**src/rtl/bvsd_pkg.sv**
```systemverilog
// ----------------------------------------------------------------------------
// bvsd_pkg
// Shared codes and control types of the bounded volume store with difference.
// ----------------------------------------------------------------------------
package bvsd_pkg;

	// operation codes
	localparam logic [1:0] FN_WRITE = 2'd0;
	localparam logic [1:0] FN_READ  = 2'd1;
	localparam logic [1:0] FN_DIFF  = 2'd2;
	localparam logic [1:0] FN_CLEAR = 2'd3;

	// difference axis codes
	localparam logic [1:0] DIR_X   = 2'd0;
	localparam logic [1:0] DIR_Y   = 2'd1;
	localparam logic [1:0] DIR_Z   = 2'd2;
	localparam logic [1:0] DIR_BAD = 2'd3;

	// result status codes
	localparam logic [2:0] ST_OK      = 3'd0;
	localparam logic [2:0] ST_OUT_X   = 3'd1;
	localparam logic [2:0] ST_OUT_Y   = 3'd2;
	localparam logic [2:0] ST_OUT_Z   = 3'd3;
	localparam logic [2:0] ST_BELOW   = 3'd4;
	localparam logic [2:0] ST_ABOVE   = 3'd5;
	localparam logic [2:0] ST_BAD_DIR = 3'd6;

	// configuration register indexes
	localparam logic [1:0] CFG_ENTRY_BITS  = 2'd0;
	localparam logic [1:0] CFG_MAX_INDEX_X = 2'd1;
	localparam logic [1:0] CFG_MAX_INDEX_Y = 2'd2;
	localparam logic [1:0] CFG_MAX_INDEX_Z = 2'd3;

	// reset values of the configuration registers
	localparam logic [5:0] ENTRY_BITS_RST = 6'd32;
	localparam logic [3:0] MAX_INDEX_RST  = 4'd15;

	// commands from controller to datapath
	typedef struct packed {
		logic cap_item;
		logic cap_status;
		logic mem_write;
		logic rd_next;
		logic cap_here;
		logic cap_next;
		logic sweep_we;
		logic load_out;
	} cmd_t;

	// status from datapath to controller
	typedef struct packed {
		logic [1:0] func;
		logic       pass;
		logic       sweep_last;
	} stat_t;

endpackage

```
**src/rtl/bvsd_ctrl.sv**
```systemverilog
// ----------------------------------------------------------------------------
// bvsd_ctrl
// Sequencer of the volume store: handshakes, memory sweep and read steps.
// ----------------------------------------------------------------------------
module bvsd_ctrl (
	input  logic            clk,
	input  logic            arst_n,
	input  logic            in_valid,
	output logic            in_stall,
	output logic            out_valid,
	input  logic            out_stall,
	output bvsd_pkg::cmd_t  cmd,
	input  bvsd_pkg::stat_t stat
);

	import bvsd_pkg::*;

	typedef enum logic [5:0] {
		S_SWEEP = 6'b000001,
		S_IDLE  = 6'b000010,
		S_EXEC  = 6'b000100,
		S_WAIT1 = 6'b001000,
		S_WAIT2 = 6'b010000,
		S_FIN   = 6'b100000
	} state_t;

	state_t state_q, state_d;
	logic   clr_op_q, clr_op_d;
	logic   out_valid_q;
	logic   out_free;
	logic   in_xfer;

	assign in_stall  = (state_q != S_IDLE);
	assign in_xfer   = in_valid && !in_stall;
	assign out_valid = out_valid_q;
	assign out_free  = !out_valid_q || !out_stall;

	// next state and commands
	always_comb begin
		state_d  = state_q;
		clr_op_d = clr_op_q;
		cmd      = '0;
		unique case (state_q)
			S_SWEEP: begin
				cmd.sweep_we = 1'b1;
				if (stat.sweep_last) begin
					state_d  = clr_op_q ? S_FIN : S_IDLE;
					clr_op_d = 1'b0;
				end
			end
			S_IDLE: begin
				cmd.cap_item = in_xfer;
				if (in_xfer) begin
					state_d = S_EXEC;
				end
			end
			S_EXEC: begin
				cmd.cap_status = 1'b1;
				unique case (stat.func)
					FN_WRITE: begin
						cmd.mem_write = stat.pass;
						state_d       = S_FIN;
					end
					FN_READ, FN_DIFF: begin
						state_d = stat.pass ? S_WAIT1 : S_FIN;
					end
					FN_CLEAR: begin
						clr_op_d = 1'b1;
						state_d  = S_SWEEP;
					end
					default: state_d = S_FIN;
				endcase
			end
			S_WAIT1: begin
				cmd.cap_here = 1'b1;
				if (stat.func == FN_DIFF) begin
					cmd.rd_next = 1'b1;
					state_d     = S_WAIT2;
				end else begin
					state_d = S_FIN;
				end
			end
			S_WAIT2: begin
				cmd.cap_next = 1'b1;
				state_d      = S_FIN;
			end
			S_FIN: begin
				cmd.load_out = out_free;
				if (out_free) begin
					state_d = S_IDLE;
				end
			end
			default: state_d = S_IDLE;
		endcase
	end

	// state registers
	always_ff @(posedge clk or negedge arst_n) begin
		if (!arst_n) begin
			state_q  <= S_SWEEP;
			clr_op_q <= 1'b0;
		end else begin
			state_q  <= state_d;
			clr_op_q <= clr_op_d;
		end
	end

	// output valid flag
	always_ff @(posedge clk or negedge arst_n) begin
		if (!arst_n) begin
			out_valid_q <= 1'b0;
		end else if (cmd.load_out) begin
			out_valid_q <= 1'b1;
		end else if (!out_stall) begin
			out_valid_q <= 1'b0;
		end
	end

	// a waiting result is never overwritten
	a_no_overwrite: assert property (@(posedge clk) disable iff (!arst_n)
		cmd.load_out |-> (!out_valid_q || !out_stall))
		else $error("result overwritten while stalled");

	// an accepted transfer goes straight to execution
	a_accept_exec: assert property (@(posedge clk) disable iff (!arst_n)
		in_xfer |=> (state_q == S_EXEC))
		else $error("accepted item not executed");

	// a store write only for a passed check, never during a sweep
	a_write_ok: assert property (@(posedge clk) disable iff (!arst_n)
		cmd.mem_write |-> (stat.pass && !cmd.sweep_we))
		else $error("memory written for a failed item");

	// the sweep after reset ends in idle
	a_sweep_end: assert property (@(posedge clk) disable iff (!arst_n)
		(state_q == S_SWEEP && stat.sweep_last && !clr_op_q) |=> (state_q == S_IDLE))
		else $error("reset sweep did not end in idle");

endmodule

```
**config.mk**
```make
export PLATFORM = sky130hd
export DESIGN_NAME = bvsd_ctrl
export DESIGN_NICKNAME = d
export VERILOG_FILES = /design/src/rtl/bvsd_pkg.sv /design/src/rtl/bvsd_ctrl.sv
export SDC_FILE = /design/constraint.sdc
export NUM_CORES = 1
export LEC_CHECK = 0
export ABC_CLOCK_PERIOD_IN_PS = 2100
export BUFFER_PORTS_ARGS = -buffer_cell sky130_fd_sc_hd__buf_2
export CORE_MARGIN = 2
export CORE_UTILIZATION = 38
export CTS_CLUSTER_SIZE = 8
export DETAILED_ROUTE_END_ITERATION = 8
export PLACE_DENSITY = 0.61
export SYNTH_ARGS = -nofsm -noshare
export SYNTH_HDL_FRONTEND = slang
export SYNTH_SLANG_ARGS = --single-unit
```
**constraint.sdc**
```tcl
create_clock -name clk -period 2.1 [get_ports clk]
set_input_delay 0.21 -clock clk [delete_from_list [all_inputs] [get_ports clk]]
set_output_delay 0.21 -clock clk [all_outputs]
set_load 0.02 [all_outputs]
```
==> qor.yml <==
global_route:
  grt_overflow: 0
  grt_max_degree: 11
  grt_pass1_wl_um: 1966
  grt_usage_pct: 14.90
  antenna_found_initial: 0
  grt_pass1_vias: 461
detailed_routing:
  routedWlPerCell_um: 12.36
  viasPerCell: 5.167
  drt_drc_violations_left: 0
  drtIter0Drc: 9
  vias: 496
  routed_wl_um: 1187
  first_pass_iters: 4
  final_antenna_net_count: 0
outcome:
  outcome: "complete, no violations"
cts:
  post-cts-setup-buffer-count: 0
  cts_buffers: 3
  htreeDepth: 1
  cts_repair_resize_count: 0
  clockBufferDepth: 2
  cts_tree: "done"
  clkTransAtPathRegs_ns: 0.07
  cts_root_buf: "clkbuf_4"
  clkLatencyLatePin_ns: 0.27
  postCtsHoldBufs: 1
  cts.sinks: 8
cells_and_area:
  drive_gt1_share_pct: 33.33
  utilization_pct: 50.71
  antenna_cells: 0
  nets: 93
  area_growth_pct: 23.61
power_and_ir_drop:
  p_leak_nw: 0.3799
  p_per_area_nw_per_um2: 979.5
  ir_worst_vdd_mv: 0.5513
  total_power_mw: 0.6544
worst_setup_path:
  critPathCapture: "cmd[5]"
  r2r_end: "state_q[1]"
  cp.required_ns: 1.89
  worstSetupPathType: "register to output port"
  crit_buf_inv: 1
  r2r_cells: 4
  cp_slowest_cell: "dfrtp_1"
  critical_path_cell_count: 5
  path_cells: "nor2_1, nand2_1, nor3_2, and3_1, buf_2"
  worst_setup_path_end_kind: "output port"
  r2r_setup_slack_ns: 0.63
  startpoint: "state_q[4]"
  crit_family: "simple AND/OR/NAND/NOR gates"
  cp-start-kind: "register"
  path_max_fanout: 10
  cp.arrival_ns: 1.62
  r2r-start: "state_q[4]"
  critPathMaxStageDelay_ns: 0.48
floorplanning:
  dieArea_um2: 1740
  fp.dieW_um: 41.72
  start_util_pct: 41.03
  core-area_um2: 1318
  dieHeight_um: 41.72
  row_count: 13
  io_pins: 18
placed_design:
  numPortBuffers: 17
  gp_congestion: 0.8829
  dp_hpwl_um: 901.4
synth:
  yosys_warnings: 0
  synthCells: 61
  synth_seq_cells: 8
  ys_top_cells_by_area: "dfrtp_1 (32%), ha_1 (6.9%), dfstp_2 (4.9%), and3_1 (4.6%), nor3_1 (3.7%)"
  yosysTopAreaCellShare_pct: 32.41
  avgSynthCellArea_um2: 8.861
  yosys_most_used_dff: "dfrtp_1"
  yosysSeqAreaShare_pct: 37.27
  synth_cell_type_count: 29
  yosys.area.top_type: "dfrtp_1"
  syn-cell-area_um2: 540.5
  synth_edf_count: 0
  synth.net_count: 72
  synthArstFlopShare_pct: 100.0
worst_hold_path:
  hold_path_class: "input pin to register"
  min_from: "in_valid"
sta:
  fin_tns_setup_ns: 0
  fmax_mhz: 545.7
  tightest_slew_ns: 0.3848
  rsz0062_at_grt: "no"
  period_share_pct: 87.26
  maxSlewViolCount: 0
  finalCriticalPeriod_ns: 1.832
  timing.slew.headroom_pct: 74.15
  finalHoldViolCount: 0
  setup_violations: 0
  fin_worst_skew_ns: 0.01875
  hold_ws_ns: 0.1894
run:
  maxCapViolCount: 0
==> worst min-delay path by stage <==
stage	depth (start not counted)	slack (ns)	endpoint
CTS	3	0.19	state_q[2]
floorplan	0	-0.09	clr_op_q
finish	3	0.19	state_q[2]
detailed placement	1	0.07	clr_op_q
global placement	1	0.07	clr_op_q
global route	3	0.21	state_q[2]
==> cells in the mapped netlist, types with 2 or more instances <==
library cell and n:
nand3_1 3, nor2b_1 2, ha_1 3, nor2_1 5, o21ai_0 3, a21oi_1 2, nand2_1 4, inv_1 4
and2_1 2, and3_1 4, nor2b_2 2, dfrtp_1 7, nor3_1 4
==> worst reg2reg max path, stage by stage, from the launching register on <==
cell and delay (ns):
dfrtp_1 0.48, nor3_1 0.30, o21ai_0 0.13, a221oi_1 0.31, nor3_1 0.09
==> power by group <==
| group | internal, mW | switching (mW) | total [mW] |
|---|---|---|---|
| clock network | 0.0729 | 0.0597 | 0.133 |
| registers | 0.193 | 0.0475 | 0.240 |
| logic | 0.118 | 0.164 | 0.282 |
==> per-stage QoR <==
stage               setup WS, ns  cells  instance area [um2]
finish                    0.2676     96                668.1
floorplan                 0.6443     61                540.5
global placement          0.5604     91                631.9
global route              0.1397     96                668.1
detailed placement        0.5783     91                631.9
CTS                       0.2370     96                668.1
==> final cells by class <==
class | count | area, um2
Fill cell | 136 | 649.4
Multi-Input combinational cell | 47 | 311.5
Sequential cell | 8 | 201.4
Timing Repair Buffer | 18 | 95.09
Clock buffer | 4 | 26.28
Tap cell | 15 | 18.77
Inverter | 4 | 15.01
==> per-layer routing <==
metal / GRT usage, % / part of all wire [%] / vias up / routed length (um)
met5: 0 / 0 / - / 0
met4: 1.935 / 0.84 / 0 / 10
met3: 7.826 / 5.7 / 2 / 68
met2: 22.50 / 45 / 12 / 538
met1: 19.40 / 48 / 226 / 569
li1: - / - / 256 / -
==> layout by cell type, fill, tap and decap left out, drive strengths merged <==
master / netlist / final
buf: 2 / 17
dfrtp: 7 / 7
nor2: 6 / 6
nor3: 5 / 5
and3: 5 / 5
inv: 4 / 4
nand2: 4 / 4
clkbuf: 0 / 4
nor2b: 4 / 4
nand3: 3 / 3
o21ai: 3 / 3
ha: 3 / 3
and2: 2 / 2
a21oi: 2 / 2
a22o: 2 / 2
and3b: 1 / 1
mux2i: 1 / 1
nand2b: 1 / 1
a211o: 1 / 1
o311ai: 1 / 1
a221oi: 1 / 1
and2b: 1 / 1
a21o: 1 / 1
dlygate4sd3: 0 / 1
dfstp: 1 / 1
==> registers in the layout, summed over array words and instances, names as in the netlist <==
| name | cells |
|---|---|
| state_q | 6 |
| out_valid | 1 |
| clr_op_q | 1 |
==> logic make-up (layout without fill, tap and decap cells) <==
| kind of cell | count (synthesis) | count (layout) | synth area share, % |
|---|---|---|---|
| compound gates | 11 | 11 | 14.35 |
| fa+ha+maj | 3 | 3 | 6.945 |
| buf+inv | 6 | 26 | 5.091 |
| flops | 8 | 8 | 37.27 |
| mux | 1 | 1 | 1.852 |
| simple gates | 32 | 32 | 34.49 |
(Power assumes the default switching activity.)
